## src/hdl/mssr_pkg.sv

```systemverilog
`default_nettype none

package mssr_pkg;

	localparam int OP_W    = 3;
	localparam int NODE_W  = 10;
	localparam int DIST_W  = 32;
	localparam int LANE_W  = 3;
	localparam int EIDX_W  = 13;
	localparam int DEG_W   = 6;
	localparam int TGT_W   = 10;
	localparam int WGT_W   = 16;
	localparam int SHIFT_W = 5;

	typedef logic [OP_W-1:0] op_t;

	localparam op_t OP_LOAD_ROW  = 3'd0;
	localparam op_t OP_LOAD_EDGE = 3'd1;
	localparam op_t OP_RELAX     = 3'd2;
	localparam op_t OP_CLEAR     = 3'd3;
	localparam op_t OP_READ      = 3'd4;

	localparam logic KIND_REQ  = 1'b0;
	localparam logic KIND_READ = 1'b1;

	localparam logic [DIST_W-1:0]  INF_DIST        = '1;
	localparam logic [SHIFT_W-1:0] DELTA_SHIFT_RST = 5'd10;

	// results one relax may give
	localparam int RESULT_LIMIT = 32;
	localparam int CNT_W        = $clog2(RESULT_LIMIT + 1);

	typedef struct packed {
		logic [TGT_W-1:0] target;
		logic [WGT_W-1:0] weight;
	} edge_t;

	typedef struct packed {
		logic row_we;
		logic dist_we;
	} nm_we_t;

	typedef struct packed {
		logic [NODE_W-1:0] node;
		logic [DIST_W-1:0] distance;
		logic [LANE_W-1:0] lane;
	} cand_t;

	typedef struct packed {
		logic              kind;
		logic [NODE_W-1:0] node;
		logic [DIST_W-1:0] distance;
		logic [LANE_W-1:0] lane;
		logic [DIST_W-1:0] bucket;
		logic              last;
	} res_t;

endpackage

`default_nettype wire

```

## src/hdl/mssr_result.sv

```systemverilog
`default_nettype none

module mssr_result import mssr_pkg::*; (
	input  wire logic               clk,
	input  wire logic               arst_n,
	input  wire logic [SHIFT_W-1:0] shift,
	input  wire logic               cand_v,
	input  wire cand_t              cand,
	input  wire logic               flush,
	input  wire logic               rd_v,
	input  wire cand_t              rd,
	output logic                    strobe,
	output res_t                    res
);

	// one request is held back until the next one or the end of the walk,
	// so the final one can carry last
	logic             strobe_q;
	logic             pend_v_q;
	logic [CNT_W-1:0] cnt_q;
	res_t             pend_q;
	res_t             res_q;
	logic             take;
	logic             emit_pend;

	assign take      = cand_v && (32'(cnt_q) < RESULT_LIMIT);
	assign emit_pend = pend_v_q && (take || flush);

	always_ff @(posedge clk or negedge arst_n) begin
		if (!arst_n) begin
			strobe_q <= 1'b0;
			pend_v_q <= 1'b0;
			cnt_q    <= '0;
		end else begin
			strobe_q <= rd_v || emit_pend;
			if (take) begin
				pend_v_q <= 1'b1;
				cnt_q    <= cnt_q + 1'b1;
			end else if (flush) begin
				pend_v_q <= 1'b0;
				cnt_q    <= '0;
			end
		end
	end

	always_ff @(posedge clk) begin
		if (rd_v) begin
			res_q <= '{kind: KIND_READ, node: rd.node, distance: rd.distance, lane: rd.lane,
				bucket: '0, last: 1'b1};
		end else if (emit_pend) begin
			res_q <= '{kind: pend_q.kind, node: pend_q.node, distance: pend_q.distance,
				lane: pend_q.lane, bucket: pend_q.bucket, last: flush};
		end
		if (take) begin
			pend_q <= '{kind: KIND_REQ, node: cand.node, distance: cand.distance,
				lane: cand.lane, bucket: cand.distance >> shift, last: 1'b0};
		end
	end

	assign strobe = strobe_q;
	assign res    = res_q;

`ifndef SYNTHESIS
	a_cnt_limit: assert property (@(posedge clk) disable iff (!arst_n)
		32'(cnt_q) <= RESULT_LIMIT)
		else $error("result count past limit");

	a_read_no_walk: assert property (@(posedge clk) disable iff (!arst_n)
		rd_v |-> !pend_v_q)
		else $error("read result while a walk result is pending");
`endif

endmodule

`default_nettype wire

```

## config.mk

```make
export PLATFORM = sky130hd
export DESIGN_NAME = mssr_result
export DESIGN_NICKNAME = d
export VERILOG_FILES = /design/src/hdl/mssr_pkg.sv /design/src/hdl/mssr_result.sv
export SDC_FILE = /design/constraint.sdc
export NUM_CORES = 1
export LEC_CHECK = 0
export BUFFER_PORTS_ARGS = -buffer_cell sky130_fd_sc_hd__buf_4
export CORE_MARGIN = 5
export CORE_UTILIZATION = 56
export CTS_BUF_LIST = sky130_fd_sc_hd__clkbuf_8
export CTS_CLUSTER_DIAMETER = 200
export DETAILED_ROUTE_END_ITERATION = 16
export HOLD_SLACK_MARGIN = 0.12
export PLACE_DENSITY_LB_ADDON = 0.25
export SLEW_MARGIN = 20
export SYNTH_ARGS = -nofsm -noshare
export SYNTH_HDL_FRONTEND = slang
export SYNTH_SLANG_ARGS = --single-unit
```

## constraint.sdc

```tcl
create_clock -name clk -period 5 [get_ports clk]
set_clock_uncertainty 0.1 [all_clocks]
set_input_delay 0.75 -clock clk [delete_from_list [all_inputs] [get_ports clk]]
set_output_delay 0.75 -clock clk [all_outputs]
set_load 0.01 [all_outputs]
```

* After elaboration in Yosys (flattened, before gate mapping)
Cells that the tools add are included.
Widths: inputs -> output; s select.
** Operators by class
- Reduce and logical (&&, ||, !) cells :: 6
- Muxes and demuxes :: 6
- Shifts and indexed selects :: 1
- Add/subtract/negate cells :: 1
- Magnitude comparators :: 1
** Operator list (count)
- $mux 78 :: 2
- $shr 32x5->32 :: 1
- $mux 6 :: 2
- $add 6x1->6 const B :: 1
- $lt 6x6->1 const B :: 1
- $reduce_bool 2->1 :: 2
- $logic_and 1x1->1 :: 2
- $logic_or 1x1->1 :: 2
- $mux 1 :: 2
** Storage, ports and cells
- Register bits :: 164
- Output and inout bits :: 80
- Bits of input ports :: 100

* Depth between registers and ports, before layout
Gate-level depths: netlist (run 1).
- Depth after elaboration :: 6
- Mapped depth :: 8

* Least setup slack after synthesis (run 1)
Ideal clock, no wire load.
- Path type :: input port to flip-flop
- Start :: input cand_v
- End :: register res_q (netlist bit res[33]), enable pin
- Buffers on the path :: 1
- Data arrival time :: 4.338 ns
- Cell stages on the path :: 5
- Path slack :: -0.012 ns
- Data required time :: 4.326 ns
- Path through :: nand2b_1 > clkbuf_1 > clkinv_1 > o21ai_2 > nand2b_1
** Between the ends
- Word-level cells in the longest chain between the ends :: 4
** Ends and longest elaborated chain
- start, declared :: RTL line mssr_result.sv:7 : input wire logic cand_v,
- $logic_and 1x1->1 :: RTL line mssr_result.sv:26 : assign take = cand_v && (32'(cnt_q) < RESULT_LIMIT);
- net take :: RTL line mssr_result.sv:23 : logic take;
- $logic_or 1x1->1 :: RTL line mssr_result.sv:27 : assign emit_pend = pend_v_q && (take || flush);
- $logic_and 1x1->1 :: RTL line mssr_result.sv:27
- $reduce_bool 2->1 (no line)
- end signal, assigned :: RTL line mssr_result.sv:48 : res_q <= '{kind: KIND_READ, node: rd.node, distance: rd.distance, lane: rd.lane,
- end signal, assigned :: RTL line mssr_result.sv:51 : res_q <= '{kind: pend_q.kind, node: pend_q.node, distance: pend_q.distance,
- end, declared :: RTL line mssr_result.sv:22 : res_t res_q;
The timed path passes the listed nets, and every way through them passes these cells.
A chain may end at the register's enable or synchronous reset.

* Worst setup path in the final report (run 1)
- Start :: register cnt_q[5]
- End :: register res_q (netlist bit res[2])
** Between the ends
- Word-level cells in the longest chain between the ends :: 4
** Ends and longest elaborated chain
- start, declared :: RTL line mssr_result.sv:20 : logic [CNT_W-1:0] cnt_q;
- start signal, assigned :: RTL line mssr_result.sv:38 : cnt_q <= cnt_q + 1'b1;
- $lt 6x6->1 :: RTL line mssr_result.sv:26
- $logic_and 1x1->1 :: RTL line mssr_result.sv:26
- net take :: RTL line mssr_result.sv:23
- $logic_or 1x1->1 :: RTL line mssr_result.sv:27
- $logic_and 1x1->1 :: RTL line mssr_result.sv:27
The timed path passes the listed nets, and every way through them passes these cells.

==> results of run 1 <==
## registers in the layout, summed over array words and instances (netlist names)
signal,cells
res,79
strobe,1
pend_v_q,1
pend_q,77
cnt_q,6
## worst paths after layout
kind	end	slack, ps	cells past startpoint
max	res[2]$_SDFFE_PP0P_	1760	7
min	res[78]$_SDFFE_PP1P_	360	1
max reg2reg	res[2]$_SDFFE_PP0P_	1760	7
min reg2reg	res[78]$_SDFFE_PP1P_	360	1
max in group asynchronous	cnt_q[4]$_DFFE_PN0P_	4110	2
min in group asynchronous	cnt_q[1]$_DFFE_PN0P_	560	2
## cell families (layout without fill, tap and decap cells)
kind of cell	Yosys count	count (layout)	share of synthesized area
muxes	59	59	0.136
adders and majority gates	1	1	0.00164
buffers and inverters	54	221	0.0329
and+or+nand+nor	233	233	0.127
DFF	164	164	0.594
AOI/OAI and AO/OA	140	140	0.108
## final cells by class
cell class | count | area share
Multi-Input combinational cell | 433 | 0.304
Clock buffer | 20 | 0.0292
Sequential cell | 164 | 0.482
Timing Repair Buffer | 183 | 0.146
Inverter | 6 | 0.00252
Tap cell | 176 | 0.0233
Clock inverter | 12 | 0.0134
## metal layers
layer / routed length (um) / up-vias / global-route usage
met5: 0 / - / 0
met4: 311 / 0 / 0.0732
met3: 1330 / 23 / 0.0542
met2: 9460 / 264 / 0.392
met1: 7420 / 2779 / 0.296
li1: - / 2707 / -
## layout by cell type, fill, tap and decap left out, types with 20 or more instances in the layout
cell                         n
sky130_fd_sc_hd__dfxtp_1    34
sky130_fd_sc_hd__nand2_1   176
sky130_fd_sc_hd__edfxtp_1  122
sky130_fd_sc_hd__mux4_2     24
sky130_fd_sc_hd__a21oi_1    34
sky130_fd_sc_hd__clkbuf_8   20
sky130_fd_sc_hd__buf_4     182
sky130_fd_sc_hd__o21ai_0    57
sky130_fd_sc_hd__nor2_1     26
## through the flow
step                      setup WS [ps]  cells  hold slack [ps]
after global routing               1470    994              338
after global placement             1370    961              339
final                              1760    994              356
after CTS                          1710    994              355
after detailed placement           1390    961              340
after floorplan                    1080    651              351
## critical path, stage by stage (launching register included)
cell                       delay (ps)
sky130_fd_sc_hd__dfrtp_1          370
sky130_fd_sc_hd__nand2b_1         270
sky130_fd_sc_hd__clkinv_2         120
sky130_fd_sc_hd__buf_4            790
sky130_fd_sc_hd__o21a_2           770
sky130_fd_sc_hd__buf_4            450
sky130_fd_sc_hd__nand2_1          110
sky130_fd_sc_hd__a21oi_1          150
## power by group through the flow
| stage | registers, W | clock network [W] | logic, W |
|---|---|---|---|
| floorplan | 0.00168 | 0 | 0.000253 |
| global placement | 0.00166 | 0 | 0.000499 |
| detailed placement | 0.00166 | 0 | 0.000515 |
| CTS | 0.00163 | 0.000964 | 0.000518 |
| global route | 0.00164 | 0.00103 | 0.000563 |
| finish | 0.00163 | 0.000948 | 0.000517 |
==> results.md, run 1 <==
* Run status: finished clean
* Worst-case vdd ir drop at 0.000209 V
* Post-route design area at 0.00944 sq mm
* RSZ-0062 raised after global routing: no
* Signed area change from the synthesized netlist to the final layout at 23.4%
* Dominant synthesized flop cell: sky130_fd_sc_hd__edfxtp_1
* Worst flop-to-flop path startpoint: cnt_q[5]$_DFFE_PN0P_
* Final hold violation count at 0
* Sequential share of the synthesized area at 0.594
* Antenna violations before repair at 0
* Site row count at 42
* Routed WL at 18,500 um
* Static leakage at 3.80 nW
* Initial drt markers at 522
* Synth top area cells: sky130_fd_sc_hd__edfxtp_1 48%, sky130_fd_sc_hd__dfxtp_1 8.9%, sky130_fd_sc_hd__nand2_1 8.6%
* CTS Root Buffer Type: sky130_fd_sc_hd__clkbuf_8
* Die boundary width at 127 um
* Drc violations at 0
* Post-cts hold buffer count at 1
* Wire length of the first global-routing pass at 29,200 um
* Initial core utilization at 0.575
* Max Buffers Root-to-Sink at 2
* Signal arrival time at the worst endpoint at 3500 ps
* Clock Power Share at 0.307
* Final number of setup-violating endpoints at 0
* Startpoint of the lowest-slack hold path: res[78]$_SDFFE_PP1P_
* Clock insertion delay at the later pin of the skew report at 440 ps
* Critical setup path kind: register to register
* CTS tree: built
* Power density relative to cell area at 328 mW/mm^2
* Synthesized instance count at 651
* GRT Util Overall at 0.231
* Sum of negative setup slack at 0 ps
* Clk sinks at 164
* Die boundary height at 127 um
* CP Launch Point: cnt_q[5]$_DFFE_PN0P_
* CTS clk-pin slew, worst paths at 80 ps
* Share of Yosys cell area claimed by the top area cell type at 0.479
* Timing-limited maximum frequency at 0.309 GHz
* Via-per-instance ratio at 5.81
* Netlist area before placement at 0.00765 sq mm
* Filler Cells Inserted at 945
* Core Area at 0.0133 sq mm
* Die footprint at 0.0161 sq mm
* Depth of the CTS H-tree at 4
* Final cell utilization of the core at 0.710
* Cell type with the highest aggregate area in the netlist: sky130_fd_sc_hd__edfxtp_1
* Period utilisation layout at 0.648
* Number of synthesized register bits at 164
* Number of enable flip-flop cells after synthesis at 122
* Average routed wire per standard cell at 18.6 um
* Type of destination of the critical path: register
* NumNets Final at 906
* Internal power of the cells at 0.00231 W
* Max capacitance violation total at 0
* Maximum number of pins on one net before global-route repair at 84
* PortBufs at 179
* Overflow left after global routing at 0
* Area post-placement at 0.00902 sq mm
* Final weighted congestion in routability-driven placement at 0.909
* Critical Path Source Type: register
* Most repeated cell in the gate-level netlist after synthesis: sky130_fd_sc_hd__nand2_1
* Boundary Pins at 180
* Unique masters post-synth at 54
* Transition time of the tightest slew-check pin at 1020 ps
* Switching power at 0.000783 W
* Worst EP required at 5260 ps
* Vias in the first global route at 5,660
* Commonest cells post-synth: 176 x sky130_fd_sc_hd__nand2_1, 122 x sky130_fd_sc_hd__edfxtp_1, 57 x sky130_fd_sc_hd__o21ai_0
* Net count after synthesis at 752
* Area taken by flip-flops and latches at 0.00454 sq mm
* Setup Fix Bufs, Post-CTS at 0
* Fraction of final layout cells sized beyond drive strength 1 at 0.319
* Mean area per synthesized cell at 11.7 sq um
* Async set-reset flop share out of synthesis at 0.0488
* Min Clock Period, post-route at 3240 ps
* Area used by multi-input combinational logic at 0.00287 sq mm
* Antenna diode count at 0
* Sum of internal, switching and leakage power at 0.00309 W
* HPWL Detailed at 13,300 um
* Fraction of power spent switching nets at 0.253
* Remaining antenna violation count at 0
* Vias after detailed routing at 5,773
* Final max-slew violation count at 0
* Combinational Power Share at 0.167
* Sequential cell fraction of total power at 0.526
* Quantity of gates resized following cts at 0
* Path class of the lowest-slack min-delay path: register to register
* Worst rel slew slack at 0.323
* Num CTS Buffers at 17
* Number of search-and-repair iterations in the first detailed-routing pass at 5
* Synthesis warning total at 0
* Largest fanout of any net on the critical path at 83
(Power assumes the default switching activity.)
==> inputs of run 2 (changes only) <==
--- a/config.mk
+++ b/config.mk
@@ -5,6 +5,7 @@
 export SDC_FILE = /design/constraint.sdc
 export NUM_CORES = 1
 export LEC_CHECK = 0
+export ABC_AREA = 1
 export BUFFER_PORTS_ARGS = -buffer_cell sky130_fd_sc_hd__buf_4
 export CORE_MARGIN = 5
 export CORE_UTILIZATION = 56
==> constraint.sdc (replaced) <==
create_clock -name clk -period 3.2 [get_ports clk]
set_clock_uncertainty 0.1 [all_clocks]
set_input_delay 0.48 -clock clk [delete_from_list [all_inputs] [get_ports clk]]
set_output_delay 0.48 -clock clk [all_outputs]
set_load 0.01 [all_outputs]
==> results.md, run 2 <==
* Static leakage at 4.37 nW
* Synthesized instance count at 810
* Critical Path Source Type: register
* Quantity of gates resized following cts at 0
* Depth of the CTS H-tree at 4
* Worst slack at placement at 1020 ps
* PortBufs at 179
* Overflow left after global routing at 0
* Worst flop-to-flop path startpoint: cnt_q[5]$_DFFE_PN0P_
* Period utilisation layout at 0.618
* Leading cell type in the layout, fill and taps excluded: sky130_fd_sc_hd__nand3_1
* Fraction of final layout cells sized beyond drive strength 1 at 0.221
* Number of enable flip-flop cells after synthesis at 122
* Num CTS Buffers at 17
* CTS clk-pin slew, worst paths at 80 ps
* Async set-reset flop share out of synthesis at 0.0488
* Routed WL at 20,700 um
* Worst EP required at 3430 ps
* Net count after synthesis at 911
* Min Clock Period, post-route at 1980 ps
* Initial drt markers at 802
* Post-route setup slack at 1220 ps
* Signed area change from the synthesized netlist to the final layout at 29.9%
* Via-per-instance ratio at 5.57
* RSZ-0062 raised after global routing: no
* Boundary Pins at 180
* NumNets Final at 1,110
* Die footprint at 0.0157 sq mm
* Placed cell count at 1,121
* HPWL Detailed at 13,400 um
* Type of destination of the critical path: register
* Largest fanout of any net on the critical path at 77
* Antenna violations before repair at 0
* Clock insertion delay at the later pin of the skew report at 450 ps
* Antenna diode count at 0
* Final number of setup-violating endpoints at 0
* Sum of internal, switching and leakage power at 0.00492 W
* Run status: finished clean
* Maximum number of pins on one net before global-route repair at 79
* Die boundary width at 125 um
* Vias in the first global route at 6,426
* Unique masters post-synth at 27
* Final hold violation count at 0
* Power density relative to cell area at 510 mW/mm^2
* Synthesis warning total at 0
* Commonest cells post-synth: 226 x sky130_fd_sc_hd__nand3_1, 217 x sky130_fd_sc_hd__nand2_1, 122 x sky130_fd_sc_hd__edfxtp_1
* Synth top area cells: sky130_fd_sc_hd__edfxtp_1 49%, sky130_fd_sc_hd__nand3_1 15%, sky130_fd_sc_hd__nand2_1 11%
* GRT Util Overall at 0.267
* Final cell count without fillers at 1,198
* CTS tree: built
* Netlist area before placement at 0.00742 sq mm
* Dominant synthesized flop cell: sky130_fd_sc_hd__edfxtp_1
* Transition time of the tightest slew-check pin at 797 ps
* Vias after detailed routing at 6,678
* Sum of negative setup slack at 0 ps
* Share of Yosys cell area claimed by the top area cell type at 0.494
* Average routed wire per standard cell at 17.3 um
* Site row count at 42
* Path class of the lowest-slack min-delay path: input port to register
* Critical setup path kind: register to register
* Final max-slew violation count at 0
* Area post-placement at 0.00880 sq mm
* Remaining antenna violation count at 0
* Initial core utilization at 0.565
* Post-route design area at 0.00965 sq mm
* Clk sinks at 164
* CTS Root Buffer Type: sky130_fd_sc_hd__clkbuf_8
* Number of search-and-repair iterations in the first detailed-routing pass at 6
* Wire length of the first global-routing pass at 33,300 um
* Worst hold path stage count at 1
* Worst hold path endpoint: pend_q[50]$_DFFE_PP_
* Sequential share of the synthesized area at 0.612
* Number of cell instances on the worst register-to-register path at 8
* Max capacitance violation total at 0
* Max Buffers Root-to-Sink at 2
* Register-to-Register Setup Slack at 1220 ps
* Drc violations at 0
* Number of synthesized register bits at 164
* Cell type with the highest aggregate area in the netlist: sky130_fd_sc_hd__edfxtp_1
* Core Area at 0.0131 sq mm
* Die boundary height at 125 um
* Signal arrival time at the worst endpoint at 2210 ps
* Commonest cells after routing, fill and taps aside: 226 x sky130_fd_sc_hd__nand3_1, 216 x sky130_fd_sc_hd__nand2_1, 188 x sky130_fd_sc_hd__buf_4
* Final weighted congestion in routability-driven placement at 0.944
* FF-to-FF End: res[53]$_DFFE_PP_
* Most repeated cell in the gate-level netlist after synthesis: sky130_fd_sc_hd__nand3_1
* Startpoint of the lowest-slack hold path: cand[17]
* Worst rel slew slack at 0.468
* Mean area per synthesized cell at 9.16 sq um
* Number of flip-flops in the largest register at 79
* Worst-case vdd ir drop at 0.000353 V
* Timing-limited maximum frequency at 0.505 GHz
[run 2: timing repair]
action	in CTS	in global routing
buffers inserted	0	0
endpoints found under the hold margin	50	2
hold buffers	43	2
[run 2: cell families after synthesis]
kind of cell    synth area share
compound gates            0.0290
fa+ha+maj                0.00169
mux                      0.00135
buf+inv                   0.0411
flops                      0.612
simple gates               0.315
[run 2: worst max-delay path by stage]
stage                                    start                        to  slack (ps)  depth (start not counted)
after global routing      cnt_q[5]$_DFFE_PN0P_         res[67]$_DFFE_PP_        1050                          8
after detailed placement              shift[1]  pend_q[17]$_SDFFCE_PP0P_        1020                          8
after floorplan                         cand_v         res[33]$_DFFE_PP_         210                          7
after global placement                shift[1]  pend_q[17]$_SDFFCE_PP0P_        1020                          8
after CTS                 cnt_q[5]$_DFFE_PN0P_         res[53]$_DFFE_PP_        1250                          8
final                     cnt_q[5]$_DFFE_PN0P_         res[53]$_DFFE_PP_        1220                          8
[run 2: metal layers]
| metal | vias to the layer above | GRT usage | part of all wire |
|---|---|---|---|
| met2 | 306 | 0.439 | 0.49 |
| met5 | - | 0 | 0 |
| met1 | 3128 | 0.347 | 0.41 |
| met3 | 49 | 0.0704 | 0.072 |
| li1 | 3195 | - | - |
| met4 | 0 | 0.0912 | 0.028 |
[run 2: cell type report]
class | count | area [sq um]
sequential | 164 | 4540
fill | 956 | 3490
multi-input combinational | 580 | 2580
timing repair buffer | 233 | 1860
clock buffer | 18 | 248
tap | 176 | 220
clock inverter | 14 | 146
inverter | 13 | 48.8
[run 2: power breakdown]
| part | leakage [nW] | switching, W | internal [W] |
|---|---|---|---|
| clock network | 0.222 | 0.000721 | 0.000778 |
| logic | 2.52 | 0.000498 | 0.000372 |
| registers | 1.63 | 0.0000649 | 0.00248 |
[run 2: worst max-delay path, stage by stage (launching register included)]
cell and delay (ps):
sky130_fd_sc_hd__dfrtp_1 380, sky130_fd_sc_hd__inv_2 60, sky130_fd_sc_hd__nand2_2 90, sky130_fd_sc_hd__inv_2 100, sky130_fd_sc_hd__nor2_4 50, sky130_fd_sc_hd__nor2_4 80, sky130_fd_sc_hd__buf_4 610, sky130_fd_sc_hd__nand3_1 210
sky130_fd_sc_hd__nand2_1 100
[run 2: through the flow]
stage	util	hold slack (ps)
final	0.734	159
after global placement	0.670	202
after detailed placement	0.670	203
after global routing	0.734	124
after CTS	0.733	123
after floorplan	-	84.4
==> inputs of run 3 (changes only) <==
==> constraint.sdc (replaced) <==
create_clock -name clk -period 2.05 [get_ports clk]
set_clock_uncertainty 0.1 [all_clocks]
set_input_delay 0.3075 -clock clk [delete_from_list [all_inputs] [get_ports clk]]
set_output_delay 0.3075 -clock clk [all_outputs]
set_load 0.01 [all_outputs]
==> results.md, run 3 (synthesis results as in run 2) <==
* Static leakage at 4.58 nW
* Worst EP required at 2070 ps
* Initial core utilization at 0.565
* Critical Path Source Type: register
* Path class of the lowest-slack min-delay path: input port to register
* Remaining antenna violation count at 0
* Area post-placement at 0.00890 sq mm
* Drc violations at 0
* Sum of negative setup slack at 0 ps
* Wire length of the first global-routing pass at 35,800 um
* Worst rel slew slack at 0.500
* Post-route setup slack at 254 ps
* CTS Root Buffer Type: sky130_fd_sc_hd__clkbuf_8
* Depth of the CTS H-tree at 4
* Vias after detailed routing at 6,998
* CTS clk-pin slew, worst paths at 100 ps
* Final number of setup-violating endpoints at 0
* Transition time of the tightest slew-check pin at 750 ps
* RSZ-0062 raised after global routing: no
* Min Clock Period, post-route at 1800 ps
* Final max-slew violation count at 0
* Critical setup path kind: register to register
* Die boundary height at 125 um
* Num CTS Buffers at 17
* Overflow left after global routing at 0
* Antenna diode count at 0
* Startpoint of the lowest-slack hold path: cand_v
* Period utilisation layout at 0.876
* Site row count at 42
* Clock insertion delay at the later pin of the skew report at 470 ps
* HPWL Detailed at 13,400 um
* Area used by multi-input combinational logic at 0.00260 sq mm
* Worst slack at placement at -153 ps
* Run status: finished clean
* NumNets Final at 1,168
* Vias in the first global route at 6,938
* Signed area change from the synthesized netlist to the final layout at 37.9%
* Power density relative to cell area at 756 mW/mm^2
* GRT Util Overall at 0.290
* Commonest cells after routing, fill and taps aside: 226 x sky130_fd_sc_hd__nand3_1, 216 x sky130_fd_sc_hd__nand2_1, 192 x sky130_fd_sc_hd__buf_4
* PortBufs at 179
* Worst slack on hold paths at 218 ps
* Number of search-and-repair iterations in the first detailed-routing pass at 8
* Die footprint at 0.0157 sq mm
* Maximum number of pins on one net before global-route repair at 81
* Routed WL at 22,500 um
* Die boundary width at 125 um
* Clk sinks at 164
* Type of destination of the critical path: register
* Final weighted congestion in routability-driven placement at 0.905
* Worst-case vdd ir drop at 0.000456 V
* Via-per-instance ratio at 5.57
* CP Launch Point: cnt_q[5]$_DFFE_PN0P_
* Average routed wire per standard cell at 17.9 um
* Timing-limited maximum frequency at 0.557 GHz
* Max Buffers Root-to-Sink at 2
* Number of flip-flops in the largest register at 79
* Antenna violations before repair at 0
* Fraction of final layout cells sized beyond drive strength 1 at 0.220
* Final hold violation count at 0
* Area taken by flip-flops and latches at 0.00454 sq mm
* Max capacitance violation total at 0
* Worst flop-to-flop path startpoint: cnt_q[5]$_DFFE_PN0P_
* Core Area at 0.0131 sq mm
* Boundary Pins at 180
* Signal arrival time at the worst endpoint at 1820 ps
* Largest fanout of any net on the critical path at 46
* Filler Cells Inserted at 867
* Initial drt markers at 735
* Post-route design area at 0.0102 sq mm
* Leading cell type in the layout, fill and taps excluded: sky130_fd_sc_hd__nand3_1
* CTS tree: built
## run 3: report_power, final
group          total, W  internal [W]  switching [W]
registers       0.00399       0.00388       0.000110
logic           0.00149      0.000664       0.000825
clock network   0.00225      0.000997        0.00126
## run 3: per-stage QoR
| stage | std cells | util | total power (W) |
|---|---|---|---|
| 6_report | 1256 | 0.779 | 0.00773 |
| 4_1_cts | 1255 | 0.778 | 0.00766 |
| 3_5_place_dp | 1128 | 0.677 | 0.00535 |
| 2_1_floorplan | 810 | - | 0.00473 |
| 3_3_place_gp | 1128 | 0.677 | 0.00532 |
| 5_1_grt | 1256 | 0.779 | 0.00806 |
## run 3: per-layer routing
metal	up-vias	part of all wire	wire (um)	global-route usage
met3	70	0.077	1740	0.0789
met5	-	0	0	0
met2	376	0.50	11300	0.490
met4	0	0.038	867	0.108
met1	3224	0.38	8670	0.357
li1	3328	-	-	-
## run 3: worst paths after layout
| check | slack (ps) | to | cells past startpoint |
|---|---|---|---|
| setup / recovery | 250 | res[63]$_DFFE_PP_ | 7 |
| hold / removal | 220 | cnt_q[0]$_DFFE_PN0P_ | 4 |
| setup reg to reg | 250 | res[63]$_DFFE_PP_ | 7 |
| hold reg to reg | 370 | res[78]$_SDFFE_PP1P_ | 2 |
| max in group asynchronous | 860 | cnt_q[5]$_DFFE_PN0P_ | 3 |
| min in group asynchronous | 710 | cnt_q[3]$_DFFE_PN0P_ | 3 |
## run 3: layout make-up
type | instances | share of cell area
Tap cell | 176 | 0.0215
Multi-Input combinational cell | 581 | 0.254
Sequential cell | 164 | 0.444
Inverter | 13 | 0.00550
Clock inverter | 14 | 0.0122
Timing Repair Buffer | 290 | 0.239
Clock buffer | 18 | 0.0242
## run 3: worst max-delay path: stages, from the launching register on
cell and delay (ps):
sky130_fd_sc_hd__dfrtp_1 380, sky130_fd_sc_hd__inv_2 60, sky130_fd_sc_hd__nand2_2 90, sky130_fd_sc_hd__inv_8 70, sky130_fd_sc_hd__nor2_4 50, sky130_fd_sc_hd__nor2_4 230
sky130_fd_sc_hd__inv_2 130, sky130_fd_sc_hd__nand2_8 300
## run 3: timing repair
| item | in CTS | in global routing |
|---|---|---|
| endpoints found under the setup margin | 111 | 61 |
| hold buffers | 94 | 0 |
| pin swaps | 1 | 1 |
| cloned | 1 | 0 |
| hold endpoints to repair | 102 | 0 |
| buffers inserted | 0 | 1 |
| resized for setup | 0 | 2 |
